## src/rtl/core/thpa_pkg.sv

```systemverilog
`timescale 1ns / 1ps
// ----------------------------------------------------------------------------
// thpa_pkg
// Shared types and constants of the TDMA hyperperiod accumulator.
// ----------------------------------------------------------------------------
package thpa_pkg;

    // configuration register widths and reset values
    localparam int ST_W   = 16;
    localparam int SPE_W  = 11;
    localparam int PROD_W = ST_W + SPE_W;   // slot_time * slots_per_epoch

    localparam logic [ST_W-1:0]  ST_RESET  = 16'd1;
    localparam logic [SPE_W-1:0] SPE_RESET = 11'd5;

    // APB port geometry: two registers on a 32-bit data bus at byte addresses 0 and 4
    localparam int APB_AW      = 3;
    localparam int APB_DW      = 32;
    localparam int REG_SEL_BIT = 2;

    typedef enum logic [0:0] {
        REG_SLOT_TIME       = 1'b0,
        REG_SLOTS_PER_EPOCH = 1'b1
    } t_reg_idx;

    typedef enum logic [3:0] {
        ST_IDLE,
        ST_DIV_EPOCH,
        ST_DIV_SLOT,
        ST_LCM_START,
        ST_GCD,
        ST_GCD_SCALE,
        ST_DIV_Q,
        ST_MUL,
        ST_DONE
    } t_state;

endpackage

```

## src/rtl/core/thpa_if.sv

```systemverilog
`timescale 1ns / 1ps
// ----------------------------------------------------------------------------
// thpa_chan_if / thpa_res_if
// Valid/ready channels carrying channel descriptors in and results out.
// ----------------------------------------------------------------------------
interface thpa_chan_if #(
    parameter int W = 31
);
    logic         valid;
    logic         ready;
    logic         first_of_set;
    logic [W-1:0] channel_period;
    logic [W-1:0] send_duration;

    modport source (output valid, first_of_set, channel_period, send_duration,
                    input ready);
    modport sink   (input valid, first_of_set, channel_period, send_duration,
                    output ready);
endinterface

interface thpa_res_if #(
    parameter int W = 31
);
    logic         valid;
    logic         ready;
    logic [W-1:0] epoch_period;
    logic [W-1:0] slots_needed;
    logic [W-1:0] hyperperiod;
    logic         overflowed;

    modport source (output valid, epoch_period, slots_needed, hyperperiod, overflowed,
                    input ready);
    modport sink   (input valid, epoch_period, slots_needed, hyperperiod, overflowed,
                    output ready);
endinterface

```

## src/rtl/core/thpa_apb_regs.sv

```systemverilog
`timescale 1ns / 1ps
// ----------------------------------------------------------------------------
// thpa_apb_regs
// APB register file for slot_time and slots_per_epoch; presents the values
// used by the datapath with zero mapped to one.
// ----------------------------------------------------------------------------
module thpa_apb_regs
    import thpa_pkg::*;
(
    input  logic              i_clk,
    input  logic              i_rst_n,
    input  logic              psel,
    input  logic              penable,
    input  logic              pwrite,
    input  logic [APB_AW-1:0] paddr,
    input  logic [APB_DW-1:0] pwdata,
    output logic [APB_DW-1:0] prdata,
    output logic              pready,
    output logic [ST_W-1:0]   o_slot_time,
    output logic [SPE_W-1:0]  o_slots_per_epoch
);

    logic [ST_W-1:0]  r_slot_time;
    logic [SPE_W-1:0] r_slots_per_epoch;
    t_reg_idx         reg_idx;
    logic             wr_en;

    assign pready  = 1'b1;
    assign reg_idx = t_reg_idx'(paddr[REG_SEL_BIT]);
    assign wr_en   = psel && penable && pwrite && pready;

    always_ff @(posedge i_clk) begin
        if (!i_rst_n) begin
            r_slot_time       <= ST_RESET;
            r_slots_per_epoch <= SPE_RESET;
        end else if (wr_en) begin
            case (reg_idx)
                REG_SLOT_TIME:       r_slot_time       <= pwdata[ST_W-1:0];
                REG_SLOTS_PER_EPOCH: r_slots_per_epoch <= pwdata[SPE_W-1:0];
                default: ;
            endcase
        end
    end

    always_comb begin
        case (reg_idx)
            REG_SLOT_TIME:       prdata = APB_DW'(r_slot_time);
            REG_SLOTS_PER_EPOCH: prdata = APB_DW'(r_slots_per_epoch);
            default:             prdata = '0;
        endcase
    end

    assign o_slot_time       = (r_slot_time == '0) ? ST_W'(1) : r_slot_time;
    assign o_slots_per_epoch = (r_slots_per_epoch == '0) ? SPE_W'(1) : r_slots_per_epoch;

endmodule

```

## src/rtl/core/tdma_hyperperiod_accumulator.sv

```systemverilog
`timescale 1ns / 1ps
// Sequence: the epoch divide and the slot divide, then straight to the result when the
//   hyperperiod goes to zero; otherwise also the binary gcd loop, the scaling back by
//   the common factors of two, the quotient divide and the multiply, which stops early
//   on saturation. Steps share one add/subtract unit.
// Flow: the input is not ready while busy, and a finished result waits in an output
//   register while the next is taken.
// Reset: synchronous active low; hyperperiod back to 1, overflow flag cleared.
// ----------------------------------------------------------------------------
// tdma_hyperperiod_accumulator
// Epoch period, slot count and running LCM hyperperiod per TDMA channel,
// computed by a sequencer around a single shared adder/subtractor.
// ----------------------------------------------------------------------------
module tdma_hyperperiod_accumulator
    import thpa_pkg::*;
#(
    parameter int VALUE_BITS = 31
) (
    input  logic              i_clk,
    input  logic              i_rst_n,
    thpa_chan_if.sink         i_chan,
    thpa_res_if.source        o_res,
    input  logic              psel,
    input  logic              penable,
    input  logic              pwrite,
    input  logic [APB_AW-1:0] paddr,
    input  logic [APB_DW-1:0] pwdata,
    output logic [APB_DW-1:0] prdata,
    output logic              pready
);

    localparam int W  = VALUE_BITS;
    localparam int RW = ((W > PROD_W) ? W : PROD_W) + 1;   // remainder / accumulator
    localparam int UW = RW + 1;                            // shared unit width
    localparam int CW = $clog2(W);
    localparam logic [W-1:0] MASK = {W{1'b1}};

    logic [ST_W-1:0]  cfg_st;
    logic [SPE_W-1:0] cfg_spe;

    thpa_apb_regs u_regs (
        .i_clk             (i_clk),
        .i_rst_n           (i_rst_n),
        .psel              (psel),
        .penable           (penable),
        .pwrite            (pwrite),
        .paddr             (paddr),
        .pwdata            (pwdata),
        .prdata            (prdata),
        .pready            (pready),
        .o_slot_time       (cfg_st),
        .o_slots_per_epoch (cfg_spe)
    );

    t_state        r_state, n_state;
    logic [CW-1:0] r_cnt, n_cnt;
    logic [CW-1:0] r_k, n_k;
    logic          r_first, n_first;
    logic [W-1:0]  r_send, n_send;
    logic [W-1:0]  r_epoch, n_epoch;
    logic [W-1:0]  r_slots, n_slots;
    logic [W-1:0]  r_a, n_a;
    logic [W-1:0]  r_u, n_u;
    logic [W-1:0]  r_v, n_v;
    logic [W-1:0]  r_quo, n_quo;
    logic [RW-1:0] r_rem, n_rem;     // divider remainder, multiply accumulator
    logic [RW-1:0] r_dvs, n_dvs;
    logic [W-1:0]  r_lcm, n_lcm;
    logic          r_ovf, n_ovf;
    logic          r_out_valid, n_out_valid;
    logic [W-1:0]  r_o_epoch, n_o_epoch;
    logic [W-1:0]  r_o_slots, n_o_slots;
    logic [W-1:0]  r_o_hyper, n_o_hyper;
    logic          r_o_ovf, n_o_ovf;

    // shared adder/subtractor
    logic [UW-1:0] s_x, s_y, s_sum;
    logic          s_sub;

    logic [RW-1:0]   div_trial, div_rem;
    logic [W-1:0]    div_quo;
    logic            div_take, cnt_last, gcd_eq, gcd_neg, mul_ovf, in_xfer;
    logic [W-1:0]    lcm_a;
    logic [PROD_W-1:0] epoch_len;

    assign i_chan.ready = i_rst_n && (r_state == ST_IDLE);
    assign in_xfer      = i_chan.valid && i_chan.ready;

    assign o_res.valid        = r_out_valid;
    assign o_res.epoch_period = r_o_epoch;
    assign o_res.slots_needed = r_o_slots;
    assign o_res.hyperperiod  = r_o_hyper;
    assign o_res.overflowed   = r_o_ovf;

    assign epoch_len = PROD_W'(cfg_st) * PROD_W'(cfg_spe);

    always_comb begin
        s_x   = '0;
        s_y   = '0;
        s_sub = 1'b1;
        case (r_state)
            ST_DIV_EPOCH, ST_DIV_SLOT, ST_DIV_Q: begin
                s_x = UW'(div_trial);
                s_y = UW'(r_dvs);
            end
            ST_GCD: begin
                s_x = UW'(r_u);
                s_y = UW'(r_v);
            end
            ST_MUL: begin
                s_x   = UW'({r_rem[RW-2:0], 1'b0});
                s_y   = r_quo[W-1] ? UW'(r_epoch) : '0;
                s_sub = 1'b0;
            end
            default: ;
        endcase
    end

    assign s_sum = s_x + (s_sub ? ~s_y : s_y) + UW'(s_sub);

    // restoring division, one quotient bit per cycle
    assign div_trial = {r_rem[RW-2:0], r_quo[W-1]};
    assign div_take  = !s_sum[UW-1];
    assign div_rem   = div_take ? s_sum[RW-1:0] : div_trial;
    assign div_quo   = {r_quo[W-2:0], div_take};
    assign cnt_last  = (r_cnt == CW'(W - 1));

    assign gcd_eq  = (s_sum == '0);
    assign gcd_neg = s_sum[UW-1];
    assign mul_ovf = |s_sum[UW-1:W];
    assign lcm_a   = r_first ? W'(1) : r_lcm;

    always_comb begin
        n_state     = r_state;
        n_cnt       = r_cnt;
        n_k         = r_k;
        n_first     = r_first;
        n_send      = r_send;
        n_epoch     = r_epoch;
        n_slots     = r_slots;
        n_a         = r_a;
        n_u         = r_u;
        n_v         = r_v;
        n_quo       = r_quo;
        n_rem       = r_rem;
        n_dvs       = r_dvs;
        n_lcm       = r_lcm;
        n_ovf       = r_ovf;
        n_out_valid = r_out_valid;
        n_o_epoch   = r_o_epoch;
        n_o_slots   = r_o_slots;
        n_o_hyper   = r_o_hyper;
        n_o_ovf     = r_o_ovf;

        if (r_out_valid && o_res.ready) begin
            n_out_valid = 1'b0;
        end

        case (r_state)
            ST_IDLE: begin
                if (in_xfer) begin
                    n_first = i_chan.first_of_set;
                    n_send  = i_chan.send_duration;
                    n_quo   = i_chan.channel_period;
                    n_rem   = '0;
                    n_dvs   = RW'(epoch_len);
                    n_cnt   = '0;
                    n_state = ST_DIV_EPOCH;
                end
            end
            ST_DIV_EPOCH: begin
                n_quo = div_quo;
                n_rem = div_rem;
                n_cnt = r_cnt + CW'(1);
                if (cnt_last) begin
                    n_epoch = div_quo;
                    n_quo   = r_send;
                    n_rem   = '0;
                    n_dvs   = RW'(cfg_st);
                    n_cnt   = '0;
                    n_state = ST_DIV_SLOT;
                end
            end
            ST_DIV_SLOT: begin
                n_quo = div_quo;
                n_rem = div_rem;
                n_cnt = r_cnt + CW'(1);
                if (cnt_last) begin
                    // round up on a nonzero remainder
                    n_slots = div_quo + W'(|div_rem);
                    n_state = ST_LCM_START;
                end
            end
            ST_LCM_START: begin
                if (lcm_a == '0 || r_epoch == '0) begin
                    n_lcm   = '0;
                    n_state = ST_DONE;
                end else begin
                    n_a     = lcm_a;
                    n_u     = lcm_a;
                    n_v     = r_epoch;
                    n_k     = '0;
                    n_state = ST_GCD;
                end
            end
            ST_GCD: begin
                // binary gcd: strip common twos, halve a lone even value, subtract odd values
                if (gcd_eq) begin
                    n_state = ST_GCD_SCALE;
                end else if (!r_u[0] && !r_v[0]) begin
                    n_u = r_u >> 1;
                    n_v = r_v >> 1;
                    n_k = r_k + CW'(1);
                end else if (!r_u[0]) begin
                    n_u = r_u >> 1;
                end else if (!r_v[0]) begin
                    n_v = r_v >> 1;
                end else if (gcd_neg) begin
                    n_u = r_v;
                    n_v = r_u;
                end else begin
                    n_u = s_sum[W-1:0];
                end
            end
            ST_GCD_SCALE: begin
                if (r_k == '0) begin
                    n_quo   = r_a;
                    n_rem   = '0;
                    n_dvs   = RW'(r_u);
                    n_cnt   = '0;
                    n_state = ST_DIV_Q;
                end else begin
                    n_u = r_u << 1;
                    n_k = r_k - CW'(1);
                end
            end
            ST_DIV_Q: begin
                n_quo = div_quo;
                n_rem = div_rem;
                n_cnt = r_cnt + CW'(1);
                if (cnt_last) begin
                    n_rem   = '0;
                    n_cnt   = '0;
                    n_state = ST_MUL;
                end
            end
            ST_MUL: begin
                // shift-add of quotient times epoch, MSB first; stop on overflow
                n_quo = r_quo << 1;
                n_cnt = r_cnt + CW'(1);
                if (mul_ovf) begin
                    n_lcm   = MASK;
                    n_ovf   = 1'b1;
                    n_state = ST_DONE;
                end else begin
                    n_rem = s_sum[RW-1:0];
                    if (cnt_last) begin
                        n_lcm   = s_sum[W-1:0];
                        n_state = ST_DONE;
                    end
                end
            end
            ST_DONE: begin
                if (!r_out_valid || o_res.ready) begin
                    n_out_valid = 1'b1;
                    n_o_epoch   = r_epoch;
                    n_o_slots   = r_slots;
                    n_o_hyper   = r_lcm;
                    n_o_ovf     = r_ovf;
                    n_state     = ST_IDLE;
                end
            end
            default: begin
                n_state = ST_IDLE;
            end
        endcase
    end

    always_ff @(posedge i_clk) begin
        if (!i_rst_n) begin
            r_state     <= ST_IDLE;
            r_lcm       <= W'(1);
            r_ovf       <= 1'b0;
            r_out_valid <= 1'b0;
        end else begin
            r_state     <= n_state;
            r_lcm       <= n_lcm;
            r_ovf       <= n_ovf;
            r_out_valid <= n_out_valid;
        end
    end

    always_ff @(posedge i_clk) begin
        r_cnt     <= n_cnt;
        r_k       <= n_k;
        r_first   <= n_first;
        r_send    <= n_send;
        r_epoch   <= n_epoch;
        r_slots   <= n_slots;
        r_a       <= n_a;
        r_u       <= n_u;
        r_v       <= n_v;
        r_quo     <= n_quo;
        r_rem     <= n_rem;
        r_dvs     <= n_dvs;
        r_o_epoch <= n_o_epoch;
        r_o_slots <= n_o_slots;
        r_o_hyper <= n_o_hyper;
        r_o_ovf   <= n_o_ovf;
    end

endmodule

```

## src/flat_wrapper.sv

```systemverilog
// flat-port wrapper written by rule: the top's interface ports become plain ports
module tdma_hyperperiod_accumulator_flat import thpa_pkg::*;
#(
    parameter int VALUE_BITS = 31
)
  (i_clk, i_rst_n, psel, penable, pwrite, paddr, pwdata, prdata, pready, i_chan_valid, i_chan_first_of_set, i_chan_channel_period, i_chan_send_duration, i_chan_ready, o_res_valid, o_res_epoch_period, o_res_slots_needed, o_res_hyperperiod, o_res_overflowed, o_res_ready);
  thpa_chan_if i_chan_i ();
  thpa_res_if o_res_i ();
  input  logic i_clk;
  input  logic i_rst_n;
  input  logic psel;
  input  logic penable;
  input  logic pwrite;
  input  logic [APB_AW-1:0] paddr;
  input  logic [APB_DW-1:0] pwdata;
  output logic [APB_DW-1:0] prdata;
  output logic pready;
  input wire logic [$bits(i_chan_i.valid)-1:0] i_chan_valid;
  input wire logic [$bits(i_chan_i.first_of_set)-1:0] i_chan_first_of_set;
  input wire logic [$bits(i_chan_i.channel_period)-1:0] i_chan_channel_period;
  input wire logic [$bits(i_chan_i.send_duration)-1:0] i_chan_send_duration;
  output wire logic [$bits(i_chan_i.ready)-1:0] i_chan_ready;
  output wire logic [$bits(o_res_i.valid)-1:0] o_res_valid;
  output wire logic [$bits(o_res_i.epoch_period)-1:0] o_res_epoch_period;
  output wire logic [$bits(o_res_i.slots_needed)-1:0] o_res_slots_needed;
  output wire logic [$bits(o_res_i.hyperperiod)-1:0] o_res_hyperperiod;
  output wire logic [$bits(o_res_i.overflowed)-1:0] o_res_overflowed;
  input wire logic [$bits(o_res_i.ready)-1:0] o_res_ready;
  assign i_chan_i.valid = i_chan_valid;
  assign i_chan_i.first_of_set = i_chan_first_of_set;
  assign i_chan_i.channel_period = i_chan_channel_period;
  assign i_chan_i.send_duration = i_chan_send_duration;
  assign i_chan_ready = i_chan_i.ready;
  assign o_res_valid = o_res_i.valid;
  assign o_res_epoch_period = o_res_i.epoch_period;
  assign o_res_slots_needed = o_res_i.slots_needed;
  assign o_res_hyperperiod = o_res_i.hyperperiod;
  assign o_res_overflowed = o_res_i.overflowed;
  assign o_res_i.ready = o_res_ready;
  tdma_hyperperiod_accumulator #(.VALUE_BITS(VALUE_BITS)) u_core (.i_clk(i_clk), .i_rst_n(i_rst_n), .i_chan(i_chan_i), .o_res(o_res_i), .psel(psel), .penable(penable), .pwrite(pwrite), .paddr(paddr), .pwdata(pwdata), .prdata(prdata), .pready(pready));
endmodule
```

## config.mk

```make
export PLATFORM = sky130hd
export DESIGN_NAME = tdma_hyperperiod_accumulator_flat
export DESIGN_NICKNAME = d
export VERILOG_FILES = /design/src/rtl/core/thpa_pkg.sv /design/src/rtl/core/thpa_if.sv /design/src/rtl/core/thpa_apb_regs.sv /design/src/rtl/core/tdma_hyperperiod_accumulator.sv /design/src/flat_wrapper.sv
export SDC_FILE = /design/constraint.sdc
export NUM_CORES = 1
export LEC_CHECK = 0
export ABC_AREA = 1
export BUFFER_PORTS_ARGS = -buffer_cell sky130_fd_sc_hd__buf_2
export CORE_ASPECT_RATIO = 2
export CORE_MARGIN = 4
export CORE_UTILIZATION = 45
export CTS_BUF_LIST = sky130_fd_sc_hd__clkbuf_2
export DETAILED_ROUTE_END_ITERATION = 8
export PLACE_DENSITY_LB_ADDON = 0.08
export SLEW_MARGIN = 0
export SYNTH_ARGS = -nofsm -noshare
export SYNTH_HDL_FRONTEND = slang
export SYNTH_HIERARCHICAL = 1
export SYNTH_SLANG_ARGS = --single-unit
```

## constraint.sdc

```tcl
create_clock -name i_clk -period 6.1 [get_ports i_clk]
set_input_delay 0 -clock i_clk [delete_from_list [all_inputs] [get_ports i_clk]]
set_output_delay 0 -clock i_clk [all_outputs]
set_load 0.1 [all_outputs]
```

==> results of run 1 <==
## placed cells by master, fill, tap and decap left out, types with 32 or more instances in the layout
master and n:
nand2_2 77, o22ai_1 41, nand3_1 131, a21oi_1 127, buf_2 199, ha_1 74, edfxtp_1 384, fa_1 126
clkbuf_2 148, buf_4 509, o21ai_0 123, a31oi_1 40, nand2_1 791, nor2_2 32, inv_1 455, dlygate4sd3_1 268
dfxtp_1 60, nor2_1 253
## repair_timing
item,in CTS,in global routing
setup endpoints to repair,30,31
gates resized for setup,194,258
buffers inserted,22,25
endpoints found under the hold margin,267,0
pin swaps,30,45
gates cloned,8,1
hold buffers,268,0
## kinds of logic after synthesis
| family | share of synthesized area [%] |
|---|---|
| flip-flops | 44.9 |
| other | 0.0263 |
| AO/OA/AOI/OAI | 9.70 |
| XOR/XNOR | 1.53 |
| adder cells (fa/ha/maj) | 13.5 |
| buffers and inverters | 9.32 |
| AND/OR/NAND/NOR | 21.0 |
## worst min-delay path by stage
stage / endpoint / slack [ns]
4_1_cts: u_core/u_regs/r_slots_per_epoch[10] / 0.003
3_3_place_gp: u_core/r_send[22] / 0.18
2_1_floorplan: u_core/r_first / 0.1
6_report: u_core/r_quo[7] / 0.09
5_1_grt: u_core/r_quo[7] / 0.07
3_5_place_dp: u_core/r_send[13] / 0.18
## metrics by stage
step                setup slack [ns]  setup TNS, ns  hold WS (ns)  power [mW]  instance area (um^2)
floorplan                      0.314              0        0.0989        11.1                 28600
finish                        0.0298              0        0.0864        27.2                 39800
detailed placement            -0.881         -10.65         0.178        21.0                 33800
CTS                          0.00480              0       0.00335        25.0                 38600
global placement               -1.08         -13.14         0.177        21.1                 33800
global route                  -0.146         -0.595        0.0661        28.2                 39800
## worst register-to-register path, delay by kind of cell (launching register included)
family	cells	cell delay [ns]
adder cells (fa/ha/maj)	3	0.71
buffers and inverters	5	0.92
XOR/XNOR	1	0.15
AND/OR/NAND/NOR	25	3.00
flip-flops	1	0.46
AO/OA/AOI/OAI	3	0.56
## final cells by class
type,count,area [um^2],area share [%]
clock buffers,148,741,1.86
well taps,792,991,2.49
multi-input cells,2244,14800,37.2
clock inverters,39,259,0.650
flip-flops and latches,448,12800,32.2
inverters,482,1830,4.58
repair buffers,1022,8340,20.9
diodes,13,32.5,0.0817
## routing by layer
layer  share of wire, %  global-route usage (%)  wire (um)  up-vias
met4                 16                    49.7      23600        8
li1                   -                       -          -    12885
met5              0.030                       0         45        -
met2                 48                    73.4      72300     2087
met1                 28                    40.0      42500    14390
met3                8.3                    11.6      12400      893
## power by group through the flow
stage / clock network, mW / logic [mW] / registers, mW
6_report: 2.19 / 19.9 / 5.12
4_1_cts: 2.18 / 17.8 / 5.02
5_1_grt: 2.38 / 20.7 / 5.11
2_1_floorplan: 0 / 6.37 / 4.76
3_3_place_gp: 0 / 16.0 / 5.08
3_5_place_dp: 0 / 15.9 / 5.07
==> flow_metrics.py, run 1 <==
metrics = {
    "timing": {
        "finalCritPeriodShare_pct": 99.5,
        "rsz0062_at_grt": "true",
        "finClkSkew_ns": 0.159,
        "hold_viol_final": 0,
        "period_needed_ns": 6.07,
        "slew_viol_final": 0,
        "worst_slew_pin_slew_ns": 1.22,
        "fmax_ghz": 0.165,
        "finalSetupViolations": 0,
        "slew_headroom_pct": 18.6,
    },
    "place": {
        "place_hpwl_mm": 110,
        "placedCellCount": 4668,
        "gp_congestion": 1.06,
        "numPortBuffers": 198,
    },
    "power": {
        "p_comb_share_pct": 73.1,
        "power_switching_mw": 14.2,
        "internal-power_mw": 13.0,
        "p_seq_share_pct": 18.8,
        "power_leakage_nw": 18.3,
        "vdd_drop_max_mv": 0.569,
        "p_sw_share_pct": 52.2,
        "power_density_nw_per_um2": 683,
        "power.share.clock_pct": 8.0,
    },
    "synth": {
        "syn_area_um2": 28500,
        "synth_top_area_cell": "edfxtp_1",
        "synth_common_cells": "nand2_1, inv_1, edfxtp_1",
        "ys.flop_type": "edfxtp_1",
        "synth_top_area_share_pct": 40.4,
        "postSynthCellCount": 3343,
        "synth_edf_count": 384,
        "synth-seq-area-share_pct": 44.9,
        "yosysMostFrequentCell": "nand2_1",
        "ys_ff_latch": 448,
        "yosysWarningCount": 6,
        "postSynthAreaPerCell_um2": 8.54,
        "ys_top_cells_by_area": "edfxtp_1, nand2_1, fa_1",
        "synthDistinctLibCells": 56,
        "synthArstFlopShare_pct": 0,
    },
    "floorplan": {
        "ios": 234,
        "coreArea_um2": 62800,
        "die-width_um": 186,
        "die_y_um": 364,
        "start_util_pct": 45.5,
        "die-area_um2": 67800,
        "num_rows": 130,
    },
    "setup_path": {
        "r2r_slack_ns": 0.03,
        "slowest_delay_ns": 0.46,
        "path_class": "reg -> reg",
        "cp_num_buf_inv": 5,
        "critical_path_required_ns": 7.26,
        "critical_path_arrival_ns": 7.23,
        "cp.depth": 37,
        "r2r-end": "u_core/r_slots[28]",
        "cp_max_fo": 11,
        "crit_family": "simple AND/OR/NAND/NOR gates",
        "crit_end": "u_core/r_slots[28]",
        "startpoint": "u_core/r_state[1]",
        "r2r_start": "u_core/r_state[1]",
        "cp_common_cell": "nand2_4",
        "crit_path_end_kind": "register",
        "crit_path_start_kind": "register",
        "reg2regPathDepth": 37,
        "slowest_stage": "dfxtp_2",
    },
    "finish": {
        "finish.utilization_pct": 63.4,
        "drive_gt1_share_pct": 28.7,
        "layout.nets": 4638,
        "syn_to_final_growth_pct": 39.6,
        "fin_cells": 5188,
        "fillers": 5266,
    },
    "routing": {
        "drtAntennaViolNets": 0,
        "via_count": 30263,
        "avgRoutedWirePerCell_um": 29.1,
        "drtIter0Drc": 2807,
        "post-route-drc-count": 0,
        "wirelength_mm": 151,
        "drtPass1Iterations": 6,
        "viasPerCell": 5.83,
    },
    "grt": {
        "gr-usage-all-layers_pct": 44.2,
        "grt_max_degree": 63,
        "grt_pass1_wl_mm": 211,
        "antenna_found_initial": 13,
        "grt.overflow.total": 0,
        "grt_pass1_vias": 30954,
    },
    "clocking": {
        "htreeDepth": 3,
        "cts.sinks": 448,
        "cts_tree": "yes",
        "clk_latency_ns": 1.45,
        "cts_root_buf": "clkbuf_2",
        "cts.clk_slew.worst_paths_ns": 0.13,
        "cts_max_path_buffers": 3,
        "cts_inserted_buffers": 103,
    },
    "worst_hold_path": {
        "hold_path_class": "in -> reg",
        "whs_path_depth": 5,
        "hold_start": "i_chan_channel_period[7]",
    },
    "flow_run": {
        "maxCapViolCount": 0,
    },
    "outcome": {
        "status": "finished, final reports clean",
    },
}
(Power assumes the default switching activity.)
==> run 2: changes to the inputs <==
- clock period: 6.1 -> 7.65 ns (I/O delays scaled with it)
==> run 2 against run 1 <==
Compared with the run above: sequential power fell by 20%; clock skew fell by 0.019 ns; fmax fell by 17%; clock-buffer cell count fell by 10; sequential share of layout area rose by 4.1 points; power fell by 36%; core utilization fell by 7.2 points; global-route usage fell by 6.0 points; cell area fell by 11%; via count fell by 9.2%; worst setup slack improved by 0.34 ns.
==> flow_metrics.py, run 2 (synthesis results as in run 1) <==
metrics = {
    "outcome": {
        "status": "finished, final reports clean",
    },
    "timing": {
        "slew_viol_final": 0,
        "fmax_ghz": 0.137,
        "setup_tns_ns": 0,
        "period_needed_ns": 7.28,
        "worst_slew_pin_slew_ns": 1.23,
        "slew_headroom_pct": 18.2,
        "hold_viol_final": 0,
        "finalCritPeriodShare_pct": 95.2,
        "rsz0062_at_grt": "false",
        "whs_ns": 0.111,
        "finClkSkew_ns": 0.140,
        "finalSetupViolations": 0,
    },
    "floorplan": {
        "die_y_um": 364,
        "die-width_um": 186,
        "start_util_pct": 45.5,
        "ios": 234,
        "die-area_um2": 67800,
        "coreArea_um2": 62800,
        "num_rows": 130,
    },
    "setup_path": {
        "crit_path_end_kind": "register",
        "reg2regPathDepth": 36,
        "slowest_delay_ns": 0.53,
        "cp_max_fo": 44,
        "cp_common_cell": "nand3_1",
        "r2r_start": "u_core/r_state[1]",
        "critical_path_required_ns": 8.68,
        "path_class": "reg -> reg",
        "slowest_stage": "dfxtp_1",
        "r2r-end": "u_core/r_slots[28]",
        "critical_path_arrival_ns": 8.32,
        "crit_path_start_kind": "register",
        "r2r_slack_ns": 0.37,
    },
    "grt": {
        "gr-usage-all-layers_pct": 38.2,
        "grt_pass1_wl_mm": 186,
        "grt_max_degree": 68,
        "antenna_found_initial": 5,
        "grt.overflow.total": 0,
        "grt_pass1_vias": 28649,
    },
    "finish": {
        "fin_area_um2": 35300,
        "drive_gt1_share_pct": 16.7,
        "fillers": 5608,
        "multiInputGateArea_um2": 13200,
        "layout.nets": 4320,
        "syn_to_final_growth_pct": 23.7,
        "layout_commonest_cell": "nand2_1",
        "ff_latch_area_um2": 12800,
        "mostFrequentLayoutCells": "nand2_1, inv_1, edfxtp_1",
    },
    "clocking": {
        "cts.sinks": 448,
        "cts_tree": "yes",
        "clk_latency_ns": 1.34,
        "postCtsSetupBuffers": 0,
        "cts_inserted_buffers": 102,
        "cts_root_buf": "clkbuf_2",
        "cts_max_path_buffers": 3,
        "cts.clk_slew.worst_paths_ns": 0.15,
        "htreeDepth": 3,
    },
    "routing": {
        "wirelength_mm": 130,
        "drtIter0Drc": 2419,
        "drtPass1Iterations": 6,
        "drtAntennaViolNets": 0,
        "viasPerCell": 5.65,
        "avgRoutedWirePerCell_um": 26.8,
        "via_count": 27469,
        "post-route-drc-count": 0,
    },
    "worst_hold_path": {
        "hold_path_class": "in -> reg",
        "hold_end": "u_core/r_quo[4]",
        "hold_start": "i_chan_channel_period[4]",
        "whs_path_depth": 5,
    },
    "place": {
        "numPortBuffers": 198,
        "gp_congestion": 1.06,
        "place_hpwl_mm": 99.2,
        "dpl_cell_area_um2": 31800,
    },
    "power": {
        "power_leakage_nw": 16.3,
        "vdd_drop_max_mv": 0.521,
        "power_density_nw_per_um2": 491,
    },
    "flow_run": {
        "maxCapViolCount": 0,
    },
}
## run 2: cell types whose count changed in the layout (fill, tap and decap cells not counted), moves of 29 or more
cell | previous run | this run
ha_4 | 29 | 0
nand2_2 | 77 | 14
o21ai_0 | 123 | 176
nand2_1 | 791 | 879
nor2_1 | 253 | 301
ha_1 | 74 | 105
buf_4 | 509 | 255
## run 2: repair_timing
item,4_1_cts,5_1_grt
setup endpoints to repair,0,2
hold endpoints to repair,270,0
hold buffers,246,0
gates resized for setup,0,2
## run 2: cell type report
type                    count  share of cell area [%]
diodes                      5                  0.0354
multi-input cells        2243                    37.4
repair buffers            706                    15.6
clock buffers             138                    1.96
flip-flops and latches    448                    36.3
well taps                 792                    2.81
clock inverters            50                   0.858
inverters                 482                    5.12
## run 2: metrics by stage
stage / utilization [%] / worst slack (ns) / power, mW / std cells
after global placement: 50.7 / 0.344 / 15.3 / 4425
final: 56.2 / 0.365 / 17.3 / 4864
after floorplan: - / 1.86 / 8.87 / 3358
after detailed placement: 50.7 / 0.354 / 15.3 / 4425
after CTS: 56.2 / 0.300 / 17.1 / 4859
after global routing: 56.2 / 0.0227 / 18.2 / 4862
## run 2: power breakdown
group	total, mW	internal, mW	switching, mW
Sequential	4.08	3.48	0.597
Clock	1.69	0.613	1.08
Combinational	11.6	4.13	7.43
Total	17.3	8.22	9.11
## run 2: worst max-delay path by stage
stage | cells after the start | endpoint | start
after floorplan | 44 | u_core/r_slots[30] | u_core/r_state[2]
after global placement | 41 | u_core/r_slots[28] | u_core/r_state[0]
after detailed placement | 41 | u_core/r_slots[28] | u_core/r_state[0]
after CTS | 41 | u_core/r_slots[28] | u_core/r_state[0]
after global routing | 41 | u_core/r_slots[30] | u_core/r_state[1]
final | 36 | u_core/r_slots[28] | u_core/r_state[1]
## run 2: critical path: cells and delay by family, from the launching register on
| kind | cells | cell delay [ns] |
|---|---|---|
| and+or+nand+nor | 21 | 3.35 |
| AOI/OAI and AO/OA | 5 | 1.21 |
| buffers and inverters | 6 | 1.11 |
| adders and majority gates | 3 | 0.65 |
| DFF | 1 | 0.53 |
| xor gates and xnor gates | 1 | 0.14 |
## run 2: per-layer routing
| layer | track usage [%] | vias to the layer above | wire, um |
|---|---|---|---|
| li1 | - | 12238 | - |
| met1 | 35.2 | 13079 | 38800 |
| met2 | 68.1 | 1592 | 66800 |
| met3 | 7.39 | 558 | 9140 |
| met4 | 36.2 | 2 | 15700 |
| met5 | 0 | - | 7 |
